**src/hw/rtl/gnms_pkg.sv**
```systemverilog
// Shared constants and types of the gradient non-maximum suppression block.
`default_nettype none

package gnms_pkg;

    // Line buffer depth default and fixed field widths
    localparam int MAX_WIDTH_DEF   = 1024;
    localparam int MAG_BITS        = 16;
    localparam int DIR_BITS        = 9;
    localparam int CFG_BITS        = 11;
    localparam int CFG_INDEX_BITS  = 1;
    localparam int ROW_BITS        = 11;
    localparam int IN_TDATA_BITS   = 32;
    localparam int OUT_TDATA_BITS  = 16;
    localparam int OUT_DEPTH       = 4;
    localparam int OUT_LEVEL_BITS  = $clog2(OUT_DEPTH + 1);

    // Register reset values and limits
    localparam logic [CFG_BITS-1:0] WIDTH_RESET  = CFG_BITS'(640);
    localparam logic [CFG_BITS-1:0] HEIGHT_RESET = CFG_BITS'(480);
    localparam logic [CFG_BITS-1:0] HEIGHT_LIMIT = CFG_BITS'(1024);

    // Configuration register indexes
    typedef enum logic [CFG_INDEX_BITS-1:0] {
        REG_IMAGE_WIDTH  = 1'b0,
        REG_IMAGE_HEIGHT = 1'b1
    } cfg_index_t;

    // Item handed from the position stage to the window stage
    typedef struct packed {
        logic                valid;
        logic                emit;
        logic                last;
        logic                top_ok;
        logic                bot_ok;
        logic                left_ok;
        logic                right_ok;
        logic [MAG_BITS-1:0] mag;
        logic [DIR_BITS-1:0] dir;
    } stage_t;

endpackage

`default_nettype wire

```
**src/hw/rtl/gnms_ctrl.sv**
```systemverilog
// Position stage: configuration registers, raster counters and neighbour masks.
`default_nettype none

module gnms_ctrl #(
    parameter int MAX_WIDTH = 1024
) (
    input  wire logic                                 clk,
    input  wire logic                                 rst_n,
    input  wire logic                                 cfg_we,
    input  wire logic [gnms_pkg::CFG_INDEX_BITS-1:0]  cfg_index,
    input  wire logic [gnms_pkg::CFG_BITS-1:0]        cfg_data,
    input  wire logic                                 accept,
    input  wire logic                                 cmd,
    input  wire logic [gnms_pkg::MAG_BITS-1:0]        mag,
    input  wire logic [gnms_pkg::DIR_BITS-1:0]        dir,
    output logic      [$clog2(MAX_WIDTH)-1:0]         rd_addr,
    output gnms_pkg::stage_t                          stage,
    output logic      [$clog2(MAX_WIDTH)-1:0]         stage_addr
);

    import gnms_pkg::*;

    localparam int AW  = $clog2(MAX_WIDTH);
    localparam int XW  = $clog2(MAX_WIDTH + 1);
    localparam int CW  = (XW > CFG_BITS) ? XW : CFG_BITS;
    localparam int RSW = ROW_BITS + 2;

    logic [CFG_BITS-1:0] width_reg;
    logic [CFG_BITS-1:0] height_reg;
    logic [AW-1:0]       col_reg;
    logic [ROW_BITS-1:0] row_reg;
    logic [AW-1:0]       col_next;
    logic [ROW_BITS-1:0] row_next;
    stage_t              stage_reg;
    stage_t              stage_next;
    logic [AW-1:0]       addr_reg;

    logic [CW-1:0]         wext;
    logic [XW-1:0]         eff_w;
    logic [CFG_BITS-1:0]   eff_h;
    logic [AW-1:0]         x;
    logic [AW-1:0]         cc;
    logic signed [RSW-1:0] cr;
    logic signed [RSW-1:0] h_s;
    logic signed [RSW-1:0] h_m1;
    logic                  live;
    logic                  x_end;

    // Clamp the width to what the line buffers hold and the height to HEIGHT_LIMIT; zero counts as one
    always_comb
    begin
        wext = CW'(width_reg);
        if (wext == '0)
        begin
            eff_w = XW'(1);
        end
        else if (wext > CW'(MAX_WIDTH))
        begin
            eff_w = XW'(MAX_WIDTH);
        end
        else
        begin
            eff_w = XW'(wext);
        end

        if (height_reg == '0)
        begin
            eff_h = CFG_BITS'(1);
        end
        else if (height_reg > HEIGHT_LIMIT)
        begin
            eff_h = HEIGHT_LIMIT;
        end
        else
        begin
            eff_h = height_reg;
        end
    end

    // Locate the centre pixel that this item completes
    always_comb
    begin
        x     = (XW'(col_reg) >= eff_w) ? '0 : col_reg;
        h_s   = $signed({2'b00, eff_h});
        h_m1  = h_s - RSW'(1);
        cr    = (x != '0) ? $signed({2'b00, row_reg}) - RSW'(1)
                          : $signed({2'b00, row_reg}) - RSW'(2);
        cc    = (x != '0) ? x - AW'(1) : AW'(eff_w - XW'(1));
        live  = !cmd && (row_reg < ROW_BITS'(eff_h));
        x_end = (XW'(x) + XW'(1)) >= eff_w;

        stage_next.valid    = 1'b1;
        stage_next.emit     = !cr[RSW-1] && (cr < h_s);
        stage_next.top_ok   = !cr[RSW-1] && (cr != '0);
        stage_next.bot_ok   = cr < h_m1;
        stage_next.left_ok  = cc != '0;
        stage_next.right_ok = (XW'(cc) + XW'(1)) < eff_w;
        stage_next.last     = (cr == h_m1) && (XW'(cc) == eff_w - XW'(1));
        stage_next.mag      = live ? mag : '0;
        stage_next.dir      = live ? dir : '0;

        // Advance the raster position; restart after the last pixel
        if (stage_next.last)
        begin
            col_next = '0;
            row_next = '0;
        end
        else if (x_end)
        begin
            col_next = '0;
            row_next = row_reg + ROW_BITS'(1);
        end
        else
        begin
            col_next = x + AW'(1);
            row_next = row_reg;
        end
    end

    // Hold registers, counters and the stage register
    always_ff @(posedge clk or negedge rst_n)
    begin
        if (!rst_n)
        begin
            width_reg  <= WIDTH_RESET;
            height_reg <= HEIGHT_RESET;
            col_reg    <= '0;
            row_reg    <= '0;
            stage_reg  <= '0;
            addr_reg   <= '0;
        end
        else
        begin
            if (cfg_we)
            begin
                case (cfg_index_t'(cfg_index))
                    REG_IMAGE_WIDTH:
                    begin
                        width_reg <= cfg_data;
                        col_reg   <= '0;
                        row_reg   <= '0;
                    end
                    REG_IMAGE_HEIGHT:
                    begin
                        height_reg <= cfg_data;
                        col_reg    <= '0;
                        row_reg    <= '0;
                    end
                    default:
                    begin
                        col_reg <= col_reg;
                    end
                endcase
            end
            else if (accept)
            begin
                col_reg <= col_next;
                row_reg <= row_next;
            end

            // Load each accepted item into the stage; drop valid otherwise
            if (accept)
            begin
                stage_reg <= stage_next;
                addr_reg  <= x;
            end
            else
            begin
                stage_reg.valid <= 1'b0;
            end
        end
    end

    assign rd_addr    = x;
    assign stage      = stage_reg;
    assign stage_addr = addr_reg;

endmodule

`default_nettype wire

```
**config.mk**
```make
export PLATFORM = sky130hd
export DESIGN_NAME = gnms_ctrl
export DESIGN_NICKNAME = d
export VERILOG_FILES = /design/src/hw/rtl/gnms_pkg.sv /design/src/hw/rtl/gnms_ctrl.sv
export SDC_FILE = /design/constraint.sdc
export NUM_CORES = 1
export LEC_CHECK = 0
export ABC_AREA = 1
export BUFFER_PORTS_ARGS = -buffer_cell sky130_fd_sc_hd__buf_2
export CAP_MARGIN = 20
export CELL_PAD_IN_SITES_DETAIL_PLACEMENT = 1
export CELL_PAD_IN_SITES_GLOBAL_PLACEMENT = 1
export CORE_UTILIZATION = 39
export DETAILED_ROUTE_END_ITERATION = 16
export PLACE_DENSITY_LB_ADDON = 0.08
export SYNTH_ARGS = -nofsm -noshare
export SYNTH_HDL_FRONTEND = slang
export SYNTH_SLANG_ARGS = --single-unit
```
**constraint.sdc**
```tcl
create_clock -name clk -period 5.29 [get_ports clk]
set_clock_uncertainty 0.15 [all_clocks]
set_input_delay 0.7935 -clock clk [delete_from_list [all_inputs] [get_ports clk]]
set_output_delay 0.7935 -clock clk [all_outputs]
set_load 0.05 [all_outputs]
```
After elaboration in Yosys (flattened, before gate mapping)
Cells that the tools add are included.
{"block": "word_totals", "out_inout_bits": 52, "latch_bits": 0, "ramBits": 0, "mem_count": 0, "ff_bits": 85, "rom_bits": 0}
{"block": "classes", "mul": 0, "n_lt_le_gt_ge": 8, "reduce_logical": 16, "n_div": 0, "n_shift": 0, "bitwise": 1, "addsub": 9, "n_mux": 18, "eq_ne": 2}
{"op": "$mux W11", "n": 8}
{"op": "$mux W10", "n": 6}
{"op": "$lt A13 B12 Y1", "n": 2}
{"op": "$sub A11 B1 Y12 const B", "n": 2}
{"op": "$add A10 B1 Y11 const B", "n": 2}
{"op": "$gt A11 B11 Y1 const B", "n": 2}
{"op": "$logic_not A11 Y1", "n": 2}
{"op": "$lt A11 B11 Y1", "n": 2}
{"op": "$reduce_bool A10 Y1", "n": 2}
{"op": "$mux W16", "n": 1}
{"op": "$eq A13 B12 Y1", "n": 1}
{"op": "$mux W13", "n": 1}
{"op": "$reduce_bool A13 Y1", "n": 1}
{"op": "$sub A11 B2 Y12 const B", "n": 1}
{"op": "$add A11 B1 Y11 const B", "n": 1}
{"op": "$eq A10 B11 Y1", "n": 1}
{"op": "$ge A10 B11 Y1", "n": 1}
{"op": "$ge A11 B11 Y1", "n": 1}
{"op": "$sub A11 B1 Y11 const B", "n": 1}
{"op": "$add A10 B1 Y10 const B", "n": 1}
{"op": "$sub A10 B1 Y10 const B", "n": 1}
{"op": "$mux W9", "n": 1}
{"op": "$reduce_and A2 Y1", "n": 3}
{"op": "$logic_and A1 B1 Y1", "n": 4}
{"op": "other kinds (5)", "n": 6}

Depth between registers and ports, before layout
Gate-level depths: netlist of the first run.
{"block": "depth", "ltp_word": 12, "depth_mapped": 44}

Worst setup path before layout of the first run
No wires, ideal clock.
{"block": "synth_timing", "path_kind": "reg2reg", "startpoint": "reg width_reg[5], in the netlist wext[5]", "endpoint": "reg stage_reg, in the netlist stage[25]", "arrival_time_ns": 5.745, "slack_ns": -0.688, "n_path_buf": 3, "synth_period_minus_slack_ns": 5.978, "stages_incl_launch_ff": 39, "required_time_ns": 5.057, "setup_ns": 0.083, "cell_sequence": "dfrtp_1 nor2_1 nand2_1 nor2_2 nand2_1 nand2_1 buf_4 nand2_1 ha_1 nand2_1 inv_1 nand2_1 nand2_1 a21oi_4 nand2_4 nor2_1 inv_1 ha_1 (+3 left out) buf_12 buf_12 nand2_1 o21ai_0 inv_1 ha_1 xnor2_1 inv_1 ha_1 a21oi_1 o21ai_0 a21o_1 a21oi_1 o21ai_0 a21o_1 a21oi_1 o21ai_0 o21ai_0"}
{"block": "synth_between", "elab_chain_cells": 9}
{"element": "start, declared", "line": "gnms_ctrl.sv:28", "source": "logic [CFG_BITS-1:0] width_reg;"}
{"element": "start signal, assigned", "line": "gnms_ctrl.sv:139", "source": "width_reg <= cfg_data;"}
{"element": "$gt A11 B11 Y1", "line": "gnms_ctrl.sv:57", "source": "else if (wext > CW'(MAX_WIDTH))"}
{"element": "$mux W11", "line": "gnms_ctrl.sv:57"}
{"element": "$mux W11 (*)", "line": "gnms_ctrl.sv:53", "source": "if (wext == '0)"}
{"element": "$ge A10 B11 Y1 (*)", "line": "gnms_ctrl.sv:83", "source": "x = (XW'(col_reg) >= eff_w) ? '0 : col_reg;"}
{"element": "$mux W10 (*)", "line": "gnms_ctrl.sv:83"}
{"element": "named net rd_addr[0]", "line": "gnms_ctrl.sv:16", "source": "output logic [$clog2(MAX_WIDTH)-1:0] rd_addr,"}
{"element": "$sub A10 B1 Y10 / $reduce_bool A10 Y1 (equally long branches)", "line": "gnms_ctrl.sv:88", "source": "cc = (x != '0) ? x - AW'(1) : AW'(eff_w - XW'(1));"}
{"element": "$mux W10 (*)", "line": "gnms_ctrl.sv:88"}
{"element": "$add A10 B1 Y11 (*)", "line": "gnms_ctrl.sv:97", "source": "stage_next.right_ok = (XW'(cc) + XW'(1)) < eff_w;"}
{"element": "$lt A11 B11 Y1 (*)", "line": "gnms_ctrl.sv:97"}
{"element": "end signal, assigned", "line": "gnms_ctrl.sv:164", "source": "stage_reg <= stage_next;"}
{"element": "end, declared", "line": "gnms_ctrl.sv:34", "source": "stage_t stage_reg;"}
Mark *: on every way through the listed nets, which the timed path passes. The rest lies on a longest branch.
A chain may end at the register's enable or synchronous reset.

Worst setup path in the final report of the first run
{"block": "layout_timing", "startpoint": "reg width_reg[10], in the netlist wext[10]", "endpoint": "reg row_reg[5]"}
{"block": "layout_between", "elab_chain_cells": 12}
{"element": "$gt A11 B11 Y1", "line": "gnms_ctrl.sv:57"}
{"element": "$mux W11", "line": "gnms_ctrl.sv:57"}
{"element": "$mux W11 (*)", "line": "gnms_ctrl.sv:53"}
{"element": "parallel branches: the longest is 9 deep, another holds $ge A10 B11 Y1"}
{"element": "end signal, assigned", "line": "gnms_ctrl.sv:158", "source": "row_reg <= row_next;"}
{"element": "end, declared", "line": "gnms_ctrl.sv:31", "source": "logic [ROW_BITS-1:0] row_reg;"}
Mark *: on every way between the ends. The select of a mux whose other input is x is not followed.

==> results of run 1 <==
[timing repair]
action,in CTS,in global routing
buffers inserted,0,13
setup endpoints to repair,22,24
gates cloned,0,4
pin swaps,0,35
hold endpoints to repair,0,0
gates resized for setup,5,90
[cell usage in the layout, fill, tap and decap left out, types with 13 or more instances in the layout]
cell     netlist  layout
ha_1          76      60
nand2_2       11      25
nand3_1       60      60
xor2_1        34      34
dfrtp_1       79      79
nor2_1        66      62
nand4_1       19      19
ha_4           0      15
o21ai_0       76      71
o21ai_2       13      13
a21oi_1       25      23
nand2_1      297     267
buf_4          1      56
nand2_4        2      19
inv_2          3      13
inv_1        126     116
buf_2          1      92
[worst paths after layout]
check,start,to,slack (ns),cells past startpoint
worst max-delay path,wext[10],row_reg[5],0.22,36
min in group clk,stage_addr[3],stage_addr[3],0.33,2
worst min-delay path,rst_n,stage_addr[0],0.25,1
worst min register to register,stage_addr[3],stage_addr[3],0.33,2
max in group asynchronous,rst_n,stage[20],3.72,2
worst max register to register,wext[10],row_reg[5],0.22,36
[per-stage QoR]
step                cells  setup slack (ns)  power [mW]
finish               1402             0.224        3.79
global route         1402            -0.122        4.09
CTS                  1385           0.00588        3.53
detailed placement   1369           -0.0843        2.78
global placement     1369          -0.00952        2.75
floorplan            1030            0.0141        2.25
[layout make-up]
type	instances	area, um^2	area share [%]
Multi-Input combinational cell	782	5050	54.3
Inverter	131	497	5.34
Sequential cell	85	2130	22.9
Clock inverter	7	105	1.13
Tap cell	234	293	3.15
Timing Repair Buffer	154	997	10.7
Clock buffer	9	225	2.42
[cells by family after synthesis]
group / synth area share [%]
adder cells (fa/ha/maj): 12.8
XOR/XNOR: 5.65
buffers and inverters: 9.50
flip-flops: 28.8
other: 0.0506
AO/OA/AOI/OAI: 13.2
AND/OR/NAND/NOR: 30.0
[worst max-delay path, delay by kind of cell (launching register included)]
kind | cells | cell delay, ns
flops | 1 | 0.50
buf+inv | 9 | 1.05
compound gates | 1 | 0.06
simple gates | 23 | 2.35
fa+ha+maj | 3 | 0.83
[report_power, final]
group | switching, mW | internal, mW
registers | 0.0611 | 0.716
logic | 1.43 | 0.868
clock network | 0.295 | 0.421
total | 1.78 | 2.01
[layer usage]
metal	vias up	part of all wire, %	global-route usage (%)	routed length, um
met5	-	0	0	0
met4	0	1.1	5.90	271
met3	18	3.7	3.18	917
met2	148	46	41.5	11600
met1	3505	49	36.0	12200
li1	3630	-	-	-
==> flow_summary.yaml, run 1 <==
drt:
  routed_wl_mm: 25.1
  drtAntennaViolNets: 0
  wl_per_cell_um: 17.9
  drtIter0Drc: 348
  drt-vias-per-instance: 5.21
  drc: 0
  first_pass_iters: 4
  vias: 7301
pwr:
  cellPowerDensity_nw_per_um2: 407
  p_leak_nw: 4.87
  ir_drop_mv: 0.199
clock_network:
  h-tree-depth: 3
  cts.sinks: 85
  clockBufferDepth: 2
  ctsHoldBuffers: 0
  clk_pin_slew_worst_paths_ns: 0.07
  numCtsBuffers: 9
  clk_latency_ns: 0.36
  cts_tree: "built"
  root_buffer: "clkbuf_16"
die:
  fp.dieW_um: 140
  dieArea_um2: 19600
  row_count: 50
  ios: 94
  start_util_pct: 39.8
  die_y_um: 140
  fp.coreArea_um2: 18600
critical_path:
  worstPathRequired_ns: 5.38
  start_kind: "register"
  worstPathMaxFanout: 6
  crit_path_end_kind: "register"
  slowest_delay_ns: 0.50
  slowest_stage: "dfrtp_1"
  crit_type: "reg2reg"
  cp.arrival_ns: 5.16
synth:
  synth-main-ff-cell: "dfrtp_1"
  netlist_area_um2: 7420
  yosysTopAreaCellShare_pct: 26.7
  synthCells: 1030
  synth_edf_count: 0
  synth.distinct_cells: 60
  seq_area_frac_synth_pct: 28.8
  synth_top_cell_by_area: "dfrtp_1"
  ys_ff_latch: 85
  syn_nets: 1148
  ys_top_cells_by_area: "dfrtp_1 (27%), nand2_1 (15%), ha_1 (13%), inv_1 (6.4%), o21ai_0 (5.1%)"
  synth_warnings: 0
  yosysMostFrequentCell: "nand2_1"
  async_flop_share_pct: 100
  synth_area_per_cell_um2: 7.20
  synth_common_cells: "nand2_1 (297), inv_1 (126), dfrtp_1 (79), ha_1 (76), o21ai_0 (76)"
timing:
  setup-tns-final_ns: 0
  rsz0062_at_grt: "true"
  fin_crit_sh_pct: 95.8
  slew_headroom_pct: 36.7
  period_minus_slack_ns: 5.07
  worst_pin_slew_ns: 0.938
  timing.final.hold_violations: 0
  finalMaxSlewViolations: 0
  timing.hold.ws_ns: 0.253
  max_freq_mhz: 197
  setup_viol: 0
global_route:
  grt_util_all_layers_pct: 25.5
  grt_pass1_wl_mm: 38.9
  grt-ovfl-total: 0
  grt_pass1_vias: 7211
  antenna_found_initial: 0
  grt_max_degree: 49
finish:
  nNetsFinal: 1281
  diodes: 0
  syn2layout_area_growth_pct: 25.4
  fin_area_um2: 9300
  largest_reg_flops: 32
  nFillCells: 2384
  drive_gt1_share_pct: 26.0
  final_util_pct: 49.9
run:
  cap_violations: 0
outcome:
  outcome: "finished clean"
place:
  dpl_cell_area_um2: 8350
  dpl.hpwl_mm: 19.1
  io_buffers: 93
  gp_congestion: 0.879
min_path:
  hold_class: "in2async"
Note: power is estimated with default switching activity, not from simulation.
==> run 2: changes to the inputs <==
--- a/config.mk
+++ b/config.mk
@@ -12,7 +12,8 @@
 export CELL_PAD_IN_SITES_GLOBAL_PLACEMENT = 1
 export CORE_UTILIZATION = 39
 export DETAILED_ROUTE_END_ITERATION = 16
-export PLACE_DENSITY_LB_ADDON = 0.08
+export PLACE_DENSITY = 0.8
+export REMOVE_ABC_BUFFERS = 1
 export SYNTH_ARGS = -nofsm -noshare
 export SYNTH_HDL_FRONTEND = slang
 export SYNTH_SLANG_ARGS = --single-unit
==> flow_summary.yaml, run 2 (synthesis results as in run 1) <==
clock_network:
  numCtsBuffers: 9
  h-tree-depth: 3
  clk_latency_ns: 0.36
  ctsHoldBuffers: 0
  root_buffer: "clkbuf_16"
  cts_tree: "built"
  cts.sinks: 85
  clk_pin_slew_worst_paths_ns: 0.08
  clockBufferDepth: 2
finish:
  layout_commonest_cell: "nand2_1"
  layout.cells.non_filler: 1403
  nFillCells: 2377
  final_cell_mix: "nand2_1 (272), inv_1 (119), buf_2 (92)"
  drive_gt1_share_pct: 25.5
  diodes: 0
  nNetsFinal: 1282
  syn2layout_area_growth_pct: 24.0
  largest_reg_flops: 32
global_route:
  grt_pass1_wl_mm: 40.8
  antenna_found_initial: 0
  grt-ovfl-total: 0
  grt_max_degree: 51
  grt_util_all_layers_pct: 26.2
  grt_pass1_vias: 7868
die:
  dieArea_um2: 19600
  ios: 94
  die_y_um: 140
  fp.coreArea_um2: 18600
  start_util_pct: 39.8
  row_count: 50
  fp.dieW_um: 140
drt:
  drc: 0
  drt-vias-per-instance: 5.44
  wl_met1_mm: 12.2
  drtAntennaViolNets: 0
  met2_length_mm: 12.2
  vias: 7636
  wl_per_cell_um: 18.5
  routed_wl_mm: 26.0
  top_layer_used: "met4"
  drtIter0Drc: 481
  first_pass_iters: 5
  wl_met3_mm: 1.03
critical_path:
  path_common_cell: "nand2_2"
  endpoint: "row_reg[1]"
  crit_path_end_kind: "register"
  regToRegSetupSlack_ns: 0.20
  reg2reg_from: "wext[6]"
  worstPathMaxFanout: 5
  r2r-end: "row_reg[1]"
  r2r_cells: 39
  slowest_delay_ns: 0.39
  crit_type: "reg2reg"
  slowest_stage: "dfrtp_1"
  cp.arrival_ns: 5.19
  start_kind: "register"
  worstPathRequired_ns: 5.38
  cp-startpoint: "wext[6]"
timing:
  fin_crit_sh_pct: 96.3
  finalMaxSlewViolations: 0
  worst_pin_slew_ns: 0.984
  rsz0062_at_grt: "true"
  timing.hold.ws_ns: 0.269
  setup_viol: 0
  max_freq_mhz: 196
  period_minus_slack_ns: 5.09
  slew_headroom_pct: 33.5
  timing.final.hold_violations: 0
min_path:
  hold_class: "in2async"
place:
  gp_congestion: 0.911
  dpl.hpwl_mm: 19.0
  dpl.cell_count: 1371
  io_buffers: 93
pwr:
  cellPowerDensity_nw_per_um2: 409
  p_leak_nw: 4.83
  ir_drop_mv: 0.198
run:
  cap_violations: 0
outcome:
  outcome: "finished clean"
run 2: cell count changes in the layout (fill, tap and decap cells not counted), moves of 4 or more:
| cell | before | now |
|---|---|---|
| ha_1 | 60 | 64 |
| ha_4 | 15 | 11 |
| nand3_1 | 60 | 56 |
| nand2_1 | 267 | 272 |
| nand2_2 | 25 | 32 |
| inv_2 | 13 | 9 |
| nand2_4 | 19 | 7 |
run 2: final cells by class:
class,count,area [um^2],share of cell area (%)
inverters,131,499,5.43
repair buffers,155,1040,11.3
multi-input cells,782,4930,53.6
clock inverters,7,72.6,0.789
clock buffers,9,225,2.45
well taps,234,293,3.18
flip-flops and latches,85,2130,23.2
run 2: layer usage:
| layer | vias up | track usage [%] |
|---|---|---|
| met3 | 40 | 2.60 |
| met5 | - | 0 |
| li1 | 3632 | - |
| met2 | 211 | 43.3 |
| met4 | 0 | 6.65 |
| met1 | 3753 | 36.7 |
run 2: power by group:
part	switching [mW]	internal, mW	total, mW
logic	1.43	0.879	2.31
registers	0.0573	0.716	0.773
clock network	0.340	0.335	0.674
total	1.83	1.93	3.76
run 2: stage by stage:
step / area (um^2) / setup WS, ns / power [mW] / util (%) / TNS [ns]
floorplan: 7210 / -0.940 / 2.15 / - / -17.79
finish: 9190 / 0.196 / 3.76 / 49.3 / 0
detailed placement: 8340 / -0.178 / 2.75 / 44.7 / -0.206
global placement: 8340 / 0.0589 / 2.67 / 44.7 / 0
CTS: 8700 / 0.0298 / 3.50 / 46.7 / 0
global route: 9190 / -0.183 / 4.02 / 49.3 / -3.15
run 2: critical path: cells and delay by family (launching register included):
family	cells	cell delay, ns
simple gates	30	3.05
flops	1	0.39
buf+inv	5	0.50
xor+xnor	1	0.16
fa+ha+maj	3	0.72
run 2: how the worst min path moves through the flow:
| stage | startpoint | end | slack, ns | cells past startpoint |
|---|---|---|---|---|
| after floorplan | height_reg[2] | height_reg[2] | 0.32 | 2 |
| after global placement | stage[14] | stage[14] | 0.31 | 2 |
| after detailed placement | stage_addr[6] | stage_addr[6] | 0.32 | 2 |
| after CTS | rst_n | stage[25] | 0.29 | 1 |
| after global routing | rst_n | wext[4] | 0.32 | 1 |
| final | rst_n | stage[25] | 0.27 | 1 |
run 2: timing repair:
item | CTS | global route
cloned | 1 | 4
endpoints found under the hold margin | 0 | 0
buffers inserted | 0 | 11
endpoints found under the setup margin | 13 | 25
pin swaps | 0 | 33
resized for setup | 9 | 80
==> run 3: changes to the inputs <==
--- a/config.mk
+++ b/config.mk
@@ -12,7 +12,7 @@
 export CELL_PAD_IN_SITES_GLOBAL_PLACEMENT = 1
 export CORE_UTILIZATION = 39
 export DETAILED_ROUTE_END_ITERATION = 16
-export PLACE_DENSITY = 0.8
+export PLACE_DENSITY = 0.86
 export REMOVE_ABC_BUFFERS = 1
 export SYNTH_ARGS = -nofsm -noshare
 export SYNTH_HDL_FRONTEND = slang
==> flow_summary.yaml, run 3 (synthesis results as in run 1) <==
critical_path:
  cpLargestDelayFamily: "simple AND/OR/NAND/NOR gates"
  cp.arrival_ns: 5.19
  start_kind: "register"
  slowest_stage: "dfrtp_1"
  crit_path_end_kind: "register"
  worstPathMaxFanout: 7
  worstPathRequired_ns: 5.39
  crit_type: "reg2reg"
  cp_num_buf_inv: 5
  slowest_delay_ns: 0.38
  path_common_cell: "nand2_1"
die:
  fp.coreArea_um2: 18600
  die_y_um: 140
  row_count: 50
  fp.dieW_um: 140
  start_util_pct: 39.8
  ios: 94
  dieArea_um2: 19600
drt:
  first_pass_iters: 5
  drtAntennaViolNets: 0
  drc: 0
  vias: 7579
  drt-vias-per-instance: 5.40
  wl_per_cell_um: 18.1
  routed_wl_mm: 25.4
  drtIter0Drc: 457
clock_network:
  clk_latency_ns: 0.36
  clockBufferDepth: 2
  numCtsBuffers: 9
  cts.sinks: 85
  h-tree-depth: 3
  cts_tree: "built"
  root_buffer: "clkbuf_16"
  clk_pin_slew_worst_paths_ns: 0.07
finish:
  layout.cells.non_filler: 1404
  diodes: 0
  final_cell_mix: "nand2_1 (284), inv_1 (121), buf_2 (92)"
  syn2layout_area_growth_pct: 23.5
  drive_gt1_share_pct: 24.2
  largest_reg_flops: 32
  layout_commonest_cell: "nand2_1"
  nNetsFinal: 1283
timing:
  slew_headroom_pct: 47.0
  period_minus_slack_ns: 5.09
  worst_pin_slew_ns: 0.784
  fin_crit_sh_pct: 96.3
  max_freq_mhz: 196
  fin_ws_ns: 0.198
  setup-tns-final_ns: 0
  setup_viol: 0
  finalMaxSlewViolations: 0
  timing.final.hold_violations: 0
  timing.hold.ws_ns: 0.218
place:
  io_buffers: 93
  dpl.hpwl_mm: 19.5
  dpl_worst_slack_ns: -0.120
  gp_congestion: 0.910
  dpl.cell_count: 1374
run:
  cap_violations: 0
outcome:
  outcome: "finished clean"
global_route:
  grt_pass1_wl_mm: 39.8
  grt_util_all_layers_pct: 25.6
  antenna_found_initial: 0
  grt_max_degree: 57
  grt-ovfl-total: 0
  grt_pass1_vias: 7817
pwr:
  cellPowerDensity_nw_per_um2: 410
  ir_drop_mv: 0.187
  p_leak_nw: 4.81
  power_mw: 3.76
min_path:
  hold_class: "in2async"
-- run 3: cell types whose count changed in the layout (fill, tap and decap cells not counted), sizes merged --
cell	before	now
buf	152	154
bufbuf	1	0
bufinv	0	1
clkbuf	11	12
clkinv	3	2
inv	134	133
-- run 3: report_power, final --
| part | total, mW | switching (mW) | internal [mW] | leakage (nW) |
|---|---|---|---|---|
| logic | 2.28 | 1.41 | 0.870 | 3.56 |
| registers | 0.778 | 0.0614 | 0.716 | 1.10 |
| clock network | 0.698 | 0.310 | 0.387 | 0.152 |
| total | 3.76 | 1.78 | 1.97 | 4.81 |
-- run 3: repair_timing --
item / in CTS / in global routing
endpoints found under the hold margin: 0 / 0
setup buffers: 0 / 10
endpoints found under the setup margin: 12 / 23
gates cloned: 1 / 3
pin swaps: 0 / 21
hold buffers: 0 / 0
resized for setup: 9 / 59
-- run 3: worst reg2reg max path: cells and delay by family, from the launching register on --
kind / cells / cell delay (ns)
fa+ha+maj: 3 / 0.69
flops: 1 / 0.38
compound gates: 3 / 0.60
simple gates: 22 / 2.52
buf+inv: 5 / 0.65
-- run 3: final timing paths --
kind	from	end	slack [ns]	cells after the start
worst min-delay path	rst_n	stage[26]	0.22	1
worst min register to register	stage[19]	stage[19]	0.33	2
min in group clk	stage[19]	stage[19]	0.33	2
max in group asynchronous	rst_n	stage[23]	3.68	2
worst max-delay path	wext[6]	row_reg[8]	0.20	33
worst max register to register	wext[6]	row_reg[8]	0.20	33
-- run 3: stage by stage --
stage          util [%]  instance area, um^2
3_5_place_dp       44.8                 8360
5_1_grt            49.1                 9160
4_1_cts            46.7                 8710
6_report           49.1                 9160
2_1_floorplan         -                 7210
3_3_place_gp       44.8                 8360
-- run 3: layout make-up --
class / count / area (um^2)
multi-input combinational: 782 / 4910
fill: 2400 / 9480
sequential: 85 / 2130
tap: 234 / 293
clock inverter: 6 / 75.1
inverter: 131 / 502
timing repair buffer: 156 / 1010
clock buffer: 10 / 239
-- run 3: metal layers --
| metal | global-route usage (%) | up-vias | share of wire [%] |
|---|---|---|---|
| met5 | 0 | - | 0 |
| met4 | 7.29 | 0 | 1.7 |
| met3 | 4.17 | 33 | 3.8 |
| met2 | 43.4 | 176 | 48 |
| met1 | 33.6 | 3729 | 47 |
| li1 | - | 3641 | - |
